## config.mk

```make
export PLATFORM = sky130hd
export DESIGN_NAME = rhh_fifo
export DESIGN_NICKNAME = d
export VERILOG_FILES = /design/src/hw/rtl/robin_hood_hash_table_assert.svh /design/src/hw/rtl/rhh_fifo.sv
export SDC_FILE = /design/constraint.sdc
export NUM_CORES = 1
export LEC_CHECK = 0
export BUFFER_PORTS_ARGS = -buffer_cell sky130_fd_sc_hd__buf_2
export CAP_MARGIN = 20
export CORE_ASPECT_RATIO = 1.2
export CORE_MARGIN = 5
export CORE_UTILIZATION = 48
export DETAILED_ROUTE_END_ITERATION = 8
export PLACE_DENSITY = 0.74
export SYNTH_ARGS = -nofsm -noshare
export SYNTH_HDL_FRONTEND = slang
export SYNTH_SLANG_ARGS = --single-unit
```

## constraint.sdc

```tcl
create_clock -name clock -period 2 [get_ports clock]
set_input_delay 0.3 -clock clock [delete_from_list [all_inputs] [get_ports clock]]
set_output_delay 0.3 -clock clock [all_outputs]
set_load 0.1 [all_outputs]
```

## src/hw/rtl/robin_hood_hash_table_assert.svh

```systemverilog
// Assertion macros shared by the hash table RTL.
// Define ASSERT_OFF to compile the checks out.
`ifndef ROBIN_HOOD_HASH_TABLE_ASSERT_SVH
`define ROBIN_HOOD_HASH_TABLE_ASSERT_SVH
`ifndef ASSERT_OFF
`define RHH_ASSERT(lbl, clk, rst, prop, msg) \
   lbl: assert property (@(posedge clk) disable iff (rst) prop) else $error(msg);
`define RHH_NEVER(lbl, clk, rst, expr, msg) \
   lbl: assert property (@(posedge clk) disable iff (rst) !(expr)) else $error(msg);
`else
`define RHH_ASSERT(lbl, clk, rst, prop, msg)
`define RHH_NEVER(lbl, clk, rst, expr, msg)
`endif
`endif

```

## src/hw/rtl/rhh_fifo.sv

```systemverilog
// Small register queue with full and empty flags.
// No dependencies.
`default_nettype none
module rhh_fifo #(
   parameter int WIDTH = 8,
   parameter int DEPTH = 2
) (
   input  wire logic             clock,
   input  wire logic             reset,
   input  wire logic             push,
   input  wire logic [WIDTH-1:0] push_data,
   output logic                  full,
   input  wire logic             pop,
   output logic [WIDTH-1:0]      pop_data,
   output logic                  empty
);
   localparam int PW = (DEPTH > 1) ? $clog2(DEPTH) : 1;
   localparam int CW = $clog2(DEPTH + 1);
   localparam logic [PW-1:0] LAST = PW'(DEPTH - 1);
   localparam logic [CW-1:0] DEPTH_C = CW'(DEPTH);

   logic [WIDTH-1:0] mem_ff [DEPTH];
   logic [PW-1:0]    wr_ptr_ff, wr_ptr_in, rd_ptr_ff, rd_ptr_in;
   logic [CW-1:0]    count_ff, count_in;
   logic             do_push, do_pop;

   assign full     = count_ff == DEPTH_C;
   assign empty    = count_ff == '0;
   assign do_push  = push && !full;
   assign do_pop   = pop && !empty;
   assign pop_data = mem_ff[rd_ptr_ff];

   always_comb begin
      wr_ptr_in = wr_ptr_ff;
      rd_ptr_in = rd_ptr_ff;
      count_in  = count_ff;
      if (do_push) begin
         wr_ptr_in = (wr_ptr_ff == LAST) ? '0 : wr_ptr_ff + 1'b1;
      end
      if (do_pop) begin
         rd_ptr_in = (rd_ptr_ff == LAST) ? '0 : rd_ptr_ff + 1'b1;
      end
      if (do_push && !do_pop) begin
         count_in = count_ff + 1'b1;
      end else if (do_pop && !do_push) begin
         count_in = count_ff - 1'b1;
      end
   end

   always_ff @(posedge clock) begin
      if (reset) begin
         wr_ptr_ff <= '0;
         rd_ptr_ff <= '0;
         count_ff  <= '0;
      end else begin
         wr_ptr_ff <= wr_ptr_in;
         rd_ptr_ff <= rd_ptr_in;
         count_ff  <= count_in;
      end
      if (do_push) begin
         mem_ff[wr_ptr_ff] <= push_data;
      end
   end
endmodule
`default_nettype wire

```

# --- After elaboration in Yosys (flattened, before gate mapping) ---
# Memory sizes are Yosys's and may differ from the RTL's. A register that Yosys moved wholly into a read port is not among the register bits.
# Index checks and enable logic that the tools add are counted.
classes:
  add_sub_neg: 4
  eq_ne: 1
  n_mux: 8
  n_reduce_logical: 10
ops:
  columns: ["operator", "count"]
  rows:
  - ["two-way mux 1 bit", 6]
  - ["logical AND 1 bit", 4]
  - ["zero test 1 bit", 4]
  - ["two-way mux 2 bit", 2]
  - ["adder 1 bit, second input constant", 2]
  - ["adder 2 x 1 -> 2 bit, second input constant", 1]
  - ["equality test 2 bit, second input constant", 1]
  - ["zero test 2 bit", 1]
  - ["nonzero test 2 bit", 1]
  - ["subtractor 2 x 1 -> 2 bit, second input constant", 1]
word_totals:
  regBits: 4
  ram_bits: 16
  input_bits: 12
  word_cells: 27
  mem_count: 1
memory_table:
  columns: ["memory", "words", "width", "read_ports", "rd_ports_with_merged_regs", "wr", "line_no", "text"]
  rows:
  - ["mem_ff", 2, 8, 1, 1, 1, "rhh_fifo.sv:22", "logic [WIDTH-1:0] mem_ff [DEPTH];"]

# --- Logic depth before layout (Yosys ltp) ---
# Gate-level depths: netlist of the first run.
logic_depth:
  word_depth: 7
  ltp_mapped: 6
  depth_no_buf: 6

# --- Worst setup path after synthesis of the first run ---
# OpenSTA, ideal clock, no wires.
synth_timing:
  path_type: "register to register"
  startpoint: "reg count_ff[1]"
  endpoint: "reg count_ff[1]"
  setup_time_ps: 70
  t_arrival_ps: 2165
  required_ps: 1930
  path_slack_ps: -235
  path_stages_with_launch: 6
  cell_sequence: "dfxtp_1 nor2b_2 nor2_1 ha_1 or3_1 a21oi_1"
synth_via:
  elab_chain_len: 6
  word_cells_on_any_way: 15
synth_rtl:
  columns: ["element", "line_no", "text"]
  rows:
  - ["start, declared", "rhh_fifo.sv:24", "logic [CW-1:0] count_ff, count_in;"]
  - ["start signal, assigned", "rhh_fifo.sv:58", "count_ff <= count_in;"]
  - ["equality test 2 bit (*)", "rhh_fifo.sv:27", "assign full = count_ff == DEPTH_C;"]
  - ["named net full", "rhh_fifo.sv:12", "output logic full,"]
  - ["zero test 1 bit (*)", "rhh_fifo.sv:29", "assign do_push = push && !full;"]
  - ["logical AND 1 bit (*)", "rhh_fifo.sv:29", null]
  - ["zero test 1 bit", "rhh_fifo.sv:45", "end else if (do_pop && !do_push) begin"]
  - ["logical AND 1 bit", "rhh_fifo.sv:45", null]
  - ["nonzero test 2 bit (no line)", null, null]
# The timed path passes the listed nets; every way through them passes the cells marked *. The select of a mux whose other input is x is not followed.
# A chain may end at the register's enable or synchronous reset.

==> run_results.csv, run 1 <==
group,metric,value,unit
critical_path,cp_cell_sequence,"mux2_2 -> buf_2",
logic_synthesis,yosysUniqueCellTypes,13,
critical_path,crit_required,1700,ps
logic_synthesis,synth_nets,63,
outcome,outcome,"finished, final reports clean",
min_path,holdPathStages,1,
route,wl_met3,109,um
min_path,hold_path_end,"mem_ff[1][7]",
die,core,1600,sq um
global_routing,grt_usage,10.2,%
global_routing,grt_pass1_vias,452,
placement,hpwl,899,um
placement,port_buffers,21,
sta,max_clock_freq,0.562,GHz
sta,period_minus_slack,1780,ps
layout,final_cell_mix,"buf_2 (21), edfxtp_1 (16), mux2_2 (8), nor2_1 (5), dfxtp_1 (5)",
critical_path,critPathSlowestCell,"dfxtp_1",
sta,post-route-period-util,89.0,%
layout,nets,88,
critical_path,slowest_delay,530,ps
route,drt-vias-per-instance,4.89,
critical_path,r2r-end,"count_ff[1]",
job,cap_violations,0,
cts,cts_buffers,3,
die,fp.dieW,47.1,um
cts,cts_htree_levels,1,
logic_synthesis,synth_top_area_share,60.6,%
layout,synthToLayoutAreaGrowth,19.4,%
layout,final_common_cell,"buf_2",
route,drt_iter0_drc,7,
die,die_y,54.5,um
cts,clk_latency,280,ps
cts,cts.sinks,21,
cts,cts_tree,"yes",
logic_synthesis,yosysTopAreaCell,"edfxtp_1",
min_path,hp-class,"input port to flip-flop",
route,met1_length,503,um
sta,worst_pin_slew,487,ps
cts,cts-root-buf,"clkbuf_4",
cts,post_cts_resized,0,
sta,slew_headroom,67.8,%
route,highest_layer,"met4",
die,initial_core_util,49.5,%
route,wl,1140,um
route,vias,450,
route,dr.pass1.iters,3,
die,io_pins,22,
layout,antenna_cells,0,
cts,hold_buffers,0,
logic_synthesis,ys_warn_count,0,
critical_path,worstSetupEndpointType,"primary output",
cts,path_clk_slew,110,ps
global_routing,grt_start_max_net_pins,12,
logic_synthesis,ys_ff_latch,21,
route,wl_met2,509,um
die,rows,16,
critical_path,critPathBufInv,1,
logic_synthesis,avgSynthCellArea,15.9,sq um
critical_path,rrSetupSlack,410,ps
cts,post_cts_buffers,0,
layout,drive_gt1_share,44.6,%
route,wire_per_inst,12.4,um
logic_synthesis,syn_inst,50,
sta,finalSetupViolCount,0,
route,drcViolationCount,0,
global_routing,grt_pass1_wl,1810,um
logic_synthesis,syn-cell-area,793,sq um
critical_path,reg2reg_depth,4,
sta,skew,3.98,ps
critical_path,cp.arrival,1480,ps
sta,rsz0062_at_grt,"false",
min_path,hold_start,"push_data[7]",
logic_synthesis,yosysSeqAreaShare,73.2,%
critical_path,r2r_start,"count_ff[0]",
critical_path,cp-start-kind,"flip-flop",
critical_path,crit_family,"flip-flops",
critical_path,crit_type,"flip-flop to primary output",
logic_synthesis,synthTopCellsByArea,"edfxtp_1 (61%), dfxtp_1 (13%), mux2_2 (11%)",
route,antenna_left,0,
global_routing,antenna_found_initial,0,
sta,finalMaxSlewViolations,0,
cts,cts_buffer_depth,2,
placement,gp_congestion,0.606,
sta,hold_viol,0,
critical_path,critPathMaxFanout,8,
sta,fin_setup_tns,0,ps
global_routing,overflow,0,
die,die-area,2570,sq um
[layer usage]
layer  track usage (%)  vias up
li1                  -      228
met1              12.7      206
met2              14.7       14
met3              3.62        2
met4              6.91        0
met5                 0        -
[area by class of cell]
cell class              count  area [sq um]
repair buffers             21           105
flip-flops and latches     21           581
inverters                   2          7.51
multi-input cells          26           205
fillers                   140           654
well taps                  18          22.5
clock buffers               4          26.3
[how the worst max path moves through the flow]
stage             endpoint  slack [ps]  depth (start not counted)
2_1_floorplan        empty          60                          1
3_3_place_gp   count_ff[1]         490                          4
3_5_place_dp   count_ff[1]         400                          4
4_1_cts        pop_data[4]         190                          2
5_1_grt        pop_data[0]         120                          2
6_report       pop_data[0]         220                          2
[worst register-to-register path: cells and delay by family (launching register included)]
family,cells,cell delay (ps)
DFF,1,470
adders and majority gates,1,370
and+or+nand+nor,1,370
AOI/OAI and AO/OA,2,320
[registers in the layout, indices dropped and copies added, names as in the netlist, named ones only]
name,count
count_ff,2
mem_ff,16
rd_ptr_ff,1
wr_ptr_ff,1
[metrics by stage]
| step | util [%] | setup slack (ps) | cells | hold slack, ps | instance area [sq um] |
|---|---|---|---|---|---|
| after global placement | 57.5 | 492 | 88 | 468 | 921 |
| after floorplan | - | 60.8 | 50 | 369 | 798 |
| after global routing | 59.1 | 116 | 92 | 172 | 947 |
| after detailed placement | 57.5 | 397 | 88 | 476 | 921 |
| final | 59.1 | 221 | 92 | 201 | 947 |
| after CTS | 59.1 | 191 | 92 | 198 | 947 |
[logic make-up after synthesis]
group,after synthesis,share of synthesized area (%)
mux,8,11.4
compound gates,5,3.15
xor+xnor,3,3.31
buf+inv,3,1.58
simple gates,9,5.84
flops,21,73.2
fa+ha+maj,1,1.58
[cell usage after synthesis]
master and instances:
a21oi_1 2, and2_1 1, buf_2 1, dfxtp_1 5, edfxtp_1 16, ha_1 1, inv_1 2, mux2_2 8
nor2_1 5, nor2b_2 1, o21ai_0 3, or3_1 2, xor2_1 3
Power of run 1 is not shown: default switching activity piles up to over one toggle a cycle in this logic, so the estimate is an artifact.
==> run 2, diff against run 1 <==
--- a/config.mk
+++ b/config.mk
@@ -12,6 +12,7 @@
 export CORE_UTILIZATION = 48
 export DETAILED_ROUTE_END_ITERATION = 8
 export PLACE_DENSITY = 0.74
+export SETUP_SLACK_MARGIN = 0.3
 export SYNTH_ARGS = -nofsm -noshare
 export SYNTH_HDL_FRONTEND = slang
 export SYNTH_SLANG_ARGS = --single-unit
==> run_results.csv, run 2 (synthesis results as in run 1) <==
group,metric,value,unit
outcome,outcome,"finished, final reports clean",
sta,max_clock_freq,0.622,GHz
layout,final_common_cell,"edfxtp_1",
route,drcViolationCount,0,
sta,rsz0062_at_grt,"false",
layout,final_util,61.1,%
critical_path,crit_type,"flip-flop to primary output",
layout,seqCellArea,586,sq um
layout,multi_input_area,208,sq um
critical_path,crit_end,"pop_data[7]",
route,wl_met2,650,um
critical_path,r2r-end,"count_ff[1]",
critical_path,critPathMaxFanout,8,
critical_path,cp-start-kind,"flip-flop",
cts,cts.sinks,21,
critical_path,worstSetupEndpointType,"primary output",
sta,slew_headroom,68.0,%
global_routing,grt_pass1_wl,1960,um
die,fp.dieW,47.1,um
placement,placed_cells,88,
min_path,hp-class,"input port to flip-flop",
sta,worst_pin_slew,483,ps
route,met1_length,550,um
layout,largestRegisters,"mem_ff: 16 flops, count_ff: 2 flops",
critical_path,cp.arrival,1310,ps
sta,period_minus_slack,1610,ps
route,vias,440,
cts,cts-root-buf,"clkbuf_4",
cts,cts_buffer_depth,2,
layout,drive_gt1_share,50.0,%
sta,finalSetupViolCount,0,
cts,cts_buffers,3,
cts,cts_htree_levels,1,
sta,post-route-period-util,80.3,%
die,initial_core_util,49.5,%
cts,cts_tree,"yes",
sta,finalMaxSlewViolations,0,
layout,synthToLayoutAreaGrowth,23.3,%
route,antenna_left,0,
die,core,1600,sq um
layout,final_cell_mix,"edfxtp_1 (16), buf_2 (12), mux2_2 (8), buf_4 (8)",
route,drt-vias-per-instance,4.78,
sta,skew,5.75,ps
critical_path,reg2reg_depth,5,
route,drt_iter0_drc,8,
sta,hold_viol,0,
placement,port_buffers,21,
route,highest_layer,"met4",
layout,largest-register,"mem_ff",
sta,fin_setup_tns,0,ps
route,wl_met3,81,um
route,wl,1300,um
cts,clk_latency,290,ps
die,die-area,2570,sq um
die,io_pins,22,
layout,largest_reg_flops,16,
global_routing,grt_pass1_vias,461,
die,rows,16,
route,wire_per_inst,14.1,um
placement,gp_congestion,0.629,
global_routing,grt_start_max_net_pins,13,
global_routing,grt_usage,11.6,%
critical_path,rrSetupSlack,440,ps
cts,path_clk_slew,110,ps
global_routing,overflow,0,
layout,nFillCells,131,
job,cap_violations,0,
layout,antenna_cells,0,
route,dr.pass1.iters,2,
global_routing,antenna_found_initial,0,
critical_path,r2r_start,"count_ff[1]",
die,die_y,54.5,um
layout,nets,88,
layout,instances_no_fill,92,
critical_path,crit_required,1700,ps
## run 2: what timing repair did
item                       in CTS  in global routing
pin swaps                       0                  0
gates resized for setup         9                  3
hold buffers                    0                  0
setup buffers                   0                  0
setup endpoints to repair       8                 10
## run 2: worst max-delay path: stages (launching register included)
cell	delay, ps
dfxtp_4	430
mux2_2	350
buf_4	230
## run 2: worst min path at each step
stage	start	to	slack, ps	cells after the start
after floorplan	reset	count_ff[1]	370	1
after global placement	wr_ptr_ff	wr_ptr_ff	470	2
after detailed placement	wr_ptr_ff	wr_ptr_ff	480	2
after CTS	push_data[7]	mem_ff[1][7]	180	1
after global routing	push_data[1]	mem_ff[1][1]	170	1
final	push_data[1]	mem_ff[1][1]	190	1
## run 2: layout make-up
cell class	count	share of cell area, %
Clock inverter	1	0.512
Clock buffer	3	2.30
Sequential cell	21	59.8
Multi-Input combinational cell	26	21.2
Inverter	2	0.767
Tap cell	18	2.30
Timing Repair Buffer	21	13.0
## run 2: routing by layer
layer  up-vias  GRT usage, %
met3         2          2.30
met5         -             0
met1       196          12.5
li1        229             -
met2        13          19.0
met4         0          9.68
## run 2: stage by stage
step / setup slack, ps / hold slack, ps / area, sq um
2_1_floorplan: 85.3 / 369 / 801
3_3_place_gp: 461 / 469 / 923
3_5_place_dp: 408 / 484 / 923
4_1_cts: 332 / 181 / 972
5_1_grt: 305 / 170 / 978
6_report: 393 / 188 / 978
Power of run 2 is left out for the same reason.
