**src/hw/rtl/robin_hood_hash_table_assert.svh**
```systemverilog
// Assertion macros shared by the hash table RTL.
// Define ASSERT_OFF to compile the checks out.
`ifndef ROBIN_HOOD_HASH_TABLE_ASSERT_SVH
`define ROBIN_HOOD_HASH_TABLE_ASSERT_SVH
`ifndef ASSERT_OFF
`define RHH_ASSERT(lbl, clk, rst, prop, msg) \
   lbl: assert property (@(posedge clk) disable iff (rst) prop) else $error(msg);
`define RHH_NEVER(lbl, clk, rst, expr, msg) \
   lbl: assert property (@(posedge clk) disable iff (rst) !(expr)) else $error(msg);
`else
`define RHH_ASSERT(lbl, clk, rst, prop, msg)
`define RHH_NEVER(lbl, clk, rst, expr, msg)
`endif
`endif

```
**src/hw/rtl/rhh_pkg.sv**
```systemverilog
// Types and constants of the Robin Hood hash table.
// No dependencies.
`default_nettype none
package rhh_pkg;
   localparam logic [1:0] ACT_INSERT = 2'd0;
   localparam logic [1:0] ACT_SEARCH = 2'd1;
   localparam logic [1:0] ACT_REMOVE = 2'd2;
   localparam logic [1:0] ACT_UNUSED = 2'd3;

   localparam logic [1:0] STATUS_OK   = 2'd0;
   localparam logic [1:0] STATUS_MISS = 2'd1;
   localparam logic [1:0] STATUS_FULL = 2'd2;

   localparam logic [63:0] MIX_MUL_A = 64'hbf58476d1ce4e5b9;
   localparam logic [63:0] MIX_MUL_B = 64'h94d049bb133111eb;
   localparam int MIX_SHIFT_A = 30;
   localparam int MIX_SHIFT_B = 27;
   localparam int MIX_SHIFT_C = 31;

   localparam logic [9:0] FILL_LIMIT_RESET = 10'd921;

   typedef struct packed {
      logic [1:0]  action;
      logic [63:0] key;
      logic [63:0] value;
   } task_type;

   typedef struct packed {
      logic [1:0]  status;
      logic [63:0] read_value;
      logic [10:0] entry_count;
   } result_type;

   typedef enum logic [2:0] {
      H_IDLE,
      H_MUL,
      H_MOD,
      H_PUSH
   } hash_state_type;

   typedef enum logic [2:0] {
      E_CLEAR,
      E_IDLE,
      E_PROBE,
      E_PLACE,
      E_SHIFT,
      E_DONE
   } engine_state_type;
endpackage
`default_nettype wire

```
**src/hw/rtl/rhh_front.sv**
```systemverilog
// Front end: accepts requests, hashes the key and reduces it to a home bucket.
// Depends on rhh_pkg.
`default_nettype none
module rhh_front #(
   parameter int CAPACITY = 1024
) (
   input  wire logic                        clock,
   input  wire logic                        reset,
   input  wire logic                        hold,
   input  wire logic                        req_push,
   output logic                             req_full,
   input  wire logic [1:0]                  req_action,
   input  wire logic [63:0]                 req_key,
   input  wire logic [63:0]                 req_value,
   output rhh_pkg::task_type                task_out,
   output logic [$clog2(CAPACITY)-1:0]      home_out,
   output logic                             q_push,
   input  wire logic                        q_full
);
   localparam int IDX_W = $clog2(CAPACITY);
   localparam int REM_W = IDX_W + 1;
   localparam logic [REM_W-1:0] CAP_R = REM_W'(CAPACITY);

   rhh_pkg::hash_state_type state_ff, state_in;
   rhh_pkg::task_type       task_ff, task_in;
   logic [63:0]             x_ff, x_in, acc_ff, acc_in, cst;
   logic [1:0]              step_ff, step_in;
   logic                    round_ff, round_in;
   logic [2:0]              byte_ff, byte_in;
   logic [REM_W-1:0]        rem_ff, rem_in, rem_t;
   logic [31:0]             mul_a, mul_b;
   logic [63:0]             prod;
   logic                    accept;

   assign req_full = (state_ff != rhh_pkg::H_IDLE) || hold;
   assign accept   = req_push && !req_full;
   assign cst      = round_ff ? rhh_pkg::MIX_MUL_B : rhh_pkg::MIX_MUL_A;
   assign mul_a    = (step_ff == 2'd1) ? x_ff[63:32] : x_ff[31:0];
   assign mul_b    = (step_ff == 2'd2) ? cst[63:32] : cst[31:0];
   assign prod     = mul_a * mul_b;

   always_comb begin
      state_in = state_ff;
      case (state_ff)
         rhh_pkg::H_IDLE: if (accept) state_in = rhh_pkg::H_MUL;
         rhh_pkg::H_MUL:  if (step_ff == 2'd3 && round_ff) state_in = rhh_pkg::H_MOD;
         rhh_pkg::H_MOD:  if (byte_ff == 3'd7) state_in = rhh_pkg::H_PUSH;
         rhh_pkg::H_PUSH: if (!q_full) state_in = rhh_pkg::H_IDLE;
         default:         state_in = rhh_pkg::H_IDLE;
      endcase
   end

   always_comb begin
      task_in  = task_ff;
      x_in     = x_ff;
      acc_in   = acc_ff;
      step_in  = step_ff;
      round_in = round_ff;
      byte_in  = byte_ff;
      rem_in   = rem_ff;
      rem_t    = rem_ff;
      q_push   = 1'b0;
      case (state_ff)
         rhh_pkg::H_IDLE: begin
            if (accept) begin
               task_in.action = req_action;
               task_in.key    = req_key;
               task_in.value  = req_value;
               x_in     = (req_key >> rhh_pkg::MIX_SHIFT_A) ^ req_key;
               step_in  = 2'd0;
               round_in = 1'b0;
            end
         end
         rhh_pkg::H_MUL: begin
            step_in = step_ff + 2'd1;
            case (step_ff)
               2'd0:    acc_in = prod;
               2'd1,
               2'd2:    acc_in = acc_ff + {prod[31:0], 32'd0};
               default: begin
                  if (!round_ff) begin
                     x_in     = (acc_ff >> rhh_pkg::MIX_SHIFT_B) ^ acc_ff;
                     round_in = 1'b1;
                  end else begin
                     x_in    = (acc_ff >> rhh_pkg::MIX_SHIFT_C) ^ acc_ff;
                     rem_in  = '0;
                     byte_in = 3'd0;
                  end
               end
            endcase
         end
         rhh_pkg::H_MOD: begin
            for (int b = 0; b < 8; b++) begin
               rem_t = {rem_t[REM_W-2:0], x_ff[63-b]};
               if (rem_t >= CAP_R) begin
                  rem_t = rem_t - CAP_R;
               end
            end
            rem_in  = rem_t;
            x_in    = {x_ff[55:0], 8'd0};
            byte_in = byte_ff + 3'd1;
         end
         rhh_pkg::H_PUSH: begin
            q_push = !q_full;
         end
         default: begin
         end
      endcase
   end

   always_ff @(posedge clock) begin
      if (reset) begin
         state_ff <= rhh_pkg::H_IDLE;
      end else begin
         state_ff <= state_in;
      end
      task_ff  <= task_in;
      x_ff     <= x_in;
      acc_ff   <= acc_in;
      step_ff  <= step_in;
      round_ff <= round_in;
      byte_ff  <= byte_in;
      rem_ff   <= rem_in;
   end

   assign task_out = task_ff;
   assign home_out = rem_ff[IDX_W-1:0];
endmodule
`default_nettype wire

```
**config.mk**
```make
export PLATFORM = sky130hd
export DESIGN_NAME = rhh_front
export DESIGN_NICKNAME = d
export VERILOG_FILES = /design/src/hw/rtl/robin_hood_hash_table_assert.svh /design/src/hw/rtl/rhh_pkg.sv /design/src/hw/rtl/rhh_front.sv
export SDC_FILE = /design/constraint.sdc
export NUM_CORES = 2
export LEC_CHECK = 0
export BUFFER_PORTS_ARGS = -buffer_cell sky130_fd_sc_hd__buf_4
export CORE_MARGIN = 1
export CORE_UTILIZATION = 54
export CTS_CLUSTER_DIAMETER = 30
export CTS_CLUSTER_SIZE = 16
export DETAILED_ROUTE_END_ITERATION = 10
export MAX_ROUTING_LAYER = met4
export PLACE_DENSITY = 0.75
export SLEW_MARGIN = 20
export SYNTH_ARGS = -nofsm -noshare
export SYNTH_HDL_FRONTEND = slang
export SYNTH_SLANG_ARGS = --single-unit
```
**constraint.sdc**
```tcl
create_clock -name clock -period 9.14 [get_ports clock]
set_input_delay 0.457 -clock clock [delete_from_list [all_inputs] [get_ports clock]]
set_output_delay 0.457 -clock clock [all_outputs]
set_load 0.01 [all_outputs]
```
# Word-level counts from Yosys, hierarchy flattened
# Index checks and enable logic that the tools add are counted.
# Widths: inputs -> output; s select.
[word_totals]
ram_bits = 0
romBits = 0
memories = 0
latchBits = 0
input_bits = 135
wordCells = 107
output_inout_bits = 142
regBits = 277
[classes]
bitwise = 3
reduce_logical = 21
shifts = 0
mux = 40
addsub = 11
mul = 1
n_eq_ne = 13
div = 0
magnitude_cmp = 8
[op_table]
columns = ["cell", "count"]
rows = [
  ["$mux 64", 3],
  ["$pmux 64 s3", 1],
  ["$mux 10", 17],
  ["$pmux 64 s2", 1],
  ["$ge 11x11->1 const B", 8],
  ["$sub 10x1->10 const B", 8],
  ["$add 64x64->64", 1],
  ["$mul 32x32->64", 1],
  ["$mux 32", 2],
  ["$xor 33x64->64", 1],
  ["$xor 34x64->64", 1],
  ["$xor 37x64->64", 1],
  ["$mux 62", 1],
  ["$pmux 10 s2", 1],
  ["$mux 3", 6],
  ["$ne 2x2->1 const B", 6],
  ["$pmux 3 s4", 1],
  ["$reduce_and 3->1", 3],
  ["$eq 3x2->1 const B", 2],
  ["$pmux 3 s2", 1],
  ["$reduce_and 2->1", 3],
  ["$reduce_bool 2->1", 3],
  ["$reduce_bool 3->1", 2],
  ["$eq 2x2->1 const B", 2],
  ["17 further kinds", 21],
]

# Depth between registers and ports, before layout
[depth]
depth_word = 24
depth_mapped = 43
depth_no_buf = 39

# Worst setup path before layout
# OpenSTA, ideal clock, no wires.
[synth_path]
path_type = "register -> register"
from = "register step_ff[1]"
to = "register acc_ff[61], data pin"
path_stages_with_launch = 39
setup_time_ns = 0.268
period_less_slack_ns = 9.827
t_required_ns = 8.872
n_path_buf = 3
path_slack_ns = -0.687
t_arrival_ns = 9.559
path_cell_list = "edfxtp_1 inv_1 ha_1 clkbuf_1 clkbuf_1 mux2_2 inv_1 nor2_1 inv_1 nor2_1 inv_1 o21ai_0 fa_1 fa_1 inv_1 fa_1 fa_1 inv_1 [3 not listed] fa_1 ha_1 buf_2 nand3_2 or3_1 o21ai_0 xor2_1 ha_1 a21oi_1 nor3b_1 o21ai_1 nor4bb_1 o41a_1 o21ai_1 o21ai_1 xor2_1 a21oi_1 o211ai_1"
[synth_between]
elab_chain_cells = 5
word_cells_on_any_way = 9
cone_classes = "add/sub (1); mul (1); eq/ne (2); mux (3); reduce/logical (2)"
[synth_lines]
columns = ["item", "line_no", "rtl"]
rows = [
  ["start, declared", "rhh_front.sv:27", "logic [1:0] step_ff, step_in;"],
  ["start signal, assigned", "rhh_front.sv:120", "step_ff <= step_in;"],
  ["$eq 2x1->1 / $eq 2x2->1 (equally long branches)", "rhh_front.sv:38, rhh_front.sv:76, rhh_front.sv:39", ""],
  ["$mux 32, on equally long branches", "rhh_front.sv:38, rhh_front.sv:39", ""],
  ["$mul 32x32->64", "rhh_front.sv:40", "assign prod = mul_a * mul_b;"],
  ["$add 64x64->64", "rhh_front.sv:79", "2'd2: acc_in = acc_ff + {prod[31:0], 32'd0};"],
  ["$pmux 64 s2 *", "rhh_front.sv:76", "case (step_ff)"],
  ["end signal, assigned", "rhh_front.sv:119", "acc_ff <= acc_in;"],
  ["end, declared", "rhh_front.sv:26", "logic [63:0] x_ff, x_in, acc_ff, acc_in, cst;"],
]
# Every way passes the cells marked *; elsewhere a longest branch is shown, timed or not.
# A chain may end at the register's enable or synchronous reset.

# Worst setup path in the final report
[layout_path]
from = "register step_ff[1]"
to = "register acc_ff[60], data pin"
# Same word-level chain as after synthesis.

==> metrics.txt <==
status=finished, violations left; failing checks=negative setup slack; XOR/XNOR Fraction of Synth Area=3.318%; Layout Area Growth over Synthesis=23.81%; CTS tree=done; worst-case reg-to-reg path depth=34; unrepaired setup endpoints after global routing=yes; GRT Total Usage=43.77%; CP Data Required Time=9.39 ns; min-delay worst type=in2reg; Die Wd=281.7 um; initial core utilization=54.52%; largest net degree at the start of global routing=111; initial antenna violation count=19; fin area=52290 sq um; commonest cells in the netlist=inv_1, fa_1, ha_1, nor2_1, edfxtp_1; Hold Vio Cnt, Final=0; gr ovfl total=0; Via density=5.635; post-synth top area cell=fa_1; Simple-Gate Fraction of Synth Area=8.014%; Routed Antenna Nets=0; drt drc=0; Synth Instances=4058; Clk Latency, worst-skew pair=0.54 ns; max_slew headroom=27.33%; CP Data Arrival Time=9.39 ns; CP peak stage delay=0.61 ns; Synth Flop Type=edfxtp_1; Critical R2R Capture=acc_ff[60]; hold depth=2; CTS Root Cell=clkbuf_16; Port Buffer Count=276; Post-DP HPWL=144700 um; Die Span Y=281.7 um; flop and latch count out of synthesis=276; CP max FO=6; clk sink count=276; top post-synthesis cells by area=fa_1, edfxtp_1, ha_1, inv_1, nor2_1; total of max-cap violations=0; global routing's busiest layer=met2; slowest CP cell=fa_2; largest family of logic cells by synthesized area=adder cells; syn_area_per_cell=10.41 sq um; clock skew=0.02901 ns; count of TritonRoute iterations in the first routing pass=8; CTS Buffer Depth=3; grt met3 use=12.09%; most used cell, CP=fa_1; CP Launch Type=register; Buf/Inv on CP=11; count leader, synth=inv_1; Mapped Nets=5393; ys async rst share=0%; number of buffers created by CTS=36; Min-Delay Endpoint=state_ff[0]; GR Util met2=64.06%; Setup-failing EPs final=1; reg2reg setup slack=-0.004 ns; Least-Margin Pin Slew=1.090 ns; reg2reg start=step_ff[1]; DRT iter0 DRCs=3930; DIE AREA=79340 sq um; period utilization=100.0%; Max Slew Vio Count=0; routability cong.=1.073; site row count=102; critical path endpoint category=register; Setup WS post-layout=-0.004482 ns; drt total wl=165200 um; Period minus WS final=9.144 ns; cell area after synthesis=42230 sq um; Vias=33520; number of global-route vias before repair=34360; Core Region=77470 sq um; Highest Clock Rate=0.1094 GHz; Synth Warn #=0; Boundary Pins=277; Synth Area in Compound Gates=7.445%; Final nets=6208; Crit path max-delay family=adder cells; M1 GR Usage=55.09%; area post-placement=49790 sq um; adder-cell share of the synthesized area=50.18%; share of the synthesized area in the top cell type=39.01%; post-synthesis sequential area ratio=19.58%; Distinct cells, synth=75; H-tree depth=2; mux share of post-synthesis cell area=1.742%; number of synthesized flops with an enable pin=274; clk slew on worst S/H paths=0.07 ns; WS Path Type=reg2reg; first-pass GRT wire length=234200 um; Avg WL per Cell=27.77 um; ratio of cells with drive above 1 in the final layout=24.63%; Hold Startpoint=reset
==> repair_timing <==
action | 4_1_cts | 5_1_grt
setup buffers | 10 | 18
cloned | 1 | 1
pin swaps | 14 | 51
resized for setup | 75 | 166
hold buffers | 0 | 0
endpoints found under the setup margin | 16 | 27
==> cell type report <==
type / count / area [sq um]
fillers: 6148 / 25180
clock buffers: 39 / 933.4
flip-flops and latches: 276 / 8268
repair buffers: 890 / 6913
clock inverters: 26 / 291.5
well taps: 1040 / 1301
diodes: 9 / 22.52
inverters: 979 / 3701
multi-input cells: 2690 / 30860
==> layer usage <==
layer  part of all wire, %  wire length, um  vias up
met5                     0                0        -
met4                   7.1            11780        0
met3                    11            17870      488
met2                    45            73640     1788
met1                    37            61920    16910
li1                      -                -    14340
==> state kept, by name, indices dropped and copies added, names as in the netlist <==
register and cells:
task_out 130, acc_ff 64, x_ff 64, rem_ff 10, byte_ff 3, state_ff 2
step_ff 2, round_ff 1
==> cell families (layout without fill, tap and decap cells) <==
family                   after synthesis  in the layout
adder cells (fa/ha/maj)             1200           1200
flip-flops                           276            276
buffers and inverters               1092           1934
AO/OA/AOI/OAI                        488            488
AND/OR/NAND/NOR                      772            772
XOR/XNOR                             160            160
other                                  0              9
multiplexers                          70             70
==> placed cells by master (no fill, tap or decap), types with 14 or more instances in the layout <==
cell type,netlist,layout
inv_1,976,955
buf_4,0,867
fa_1,823,810
ha_1,377,354
nor2_1,352,314
edfxtp_1,274,274
nand2_1,222,199
a21oi_1,173,154
xnor2_1,89,81
xor2_1,71,66
a22oi_1,57,57
o21ai_0,69,53
and2_1,47,46
mux2i_1,45,44
a21o_1,43,43
clkbuf_16,0,38
nor2_2,1,31
nand2b_1,36,28
o22ai_1,31,28
nand2_2,0,22
nand3_1,22,22
nand4_1,21,21
a21oi_2,2,20
nor2b_1,20,20
o21ai_1,15,18
ha_4,0,17
mux2_4,1,16
o21bai_1,16,15
buf_12,0,15
inv_2,0,14
o21ai_2,2,14
==> stage by stage <==
step                      utilization [%]    TNS, ns  instances  setup slack, ns  hold slack [ns]
after floorplan                         -          0       4058          0.01311           0.5231
after global placement              64.28     -2.647       5846          -0.4709           0.5427
after detailed placement            64.28     -3.002       5846          -0.4737           0.5552
after CTS                           66.37  -0.009594       5922        -0.009594          0.07519
after global routing                67.49     -1.815       5947          -0.2777          0.07505
final                               67.50  -0.004482       5949        -0.004482          0.08815
==> how the worst max path moves through the flow <==
stage	startpoint	endpoint	cells after the start
after floorplan	step_ff[1]	acc_ff[62]	38
after global placement	step_ff[1]	acc_ff[62]	39
after detailed placement	step_ff[1]	acc_ff[62]	39
after CTS	step_ff[1]	acc_ff[62]	33
after global routing	step_ff[1]	acc_ff[62]	34
final	step_ff[1]	acc_ff[60]	34
Power is left out: the tool's default activity adds up to more than one toggle a clock period on the data nets, which glitch-free logic cannot reach.
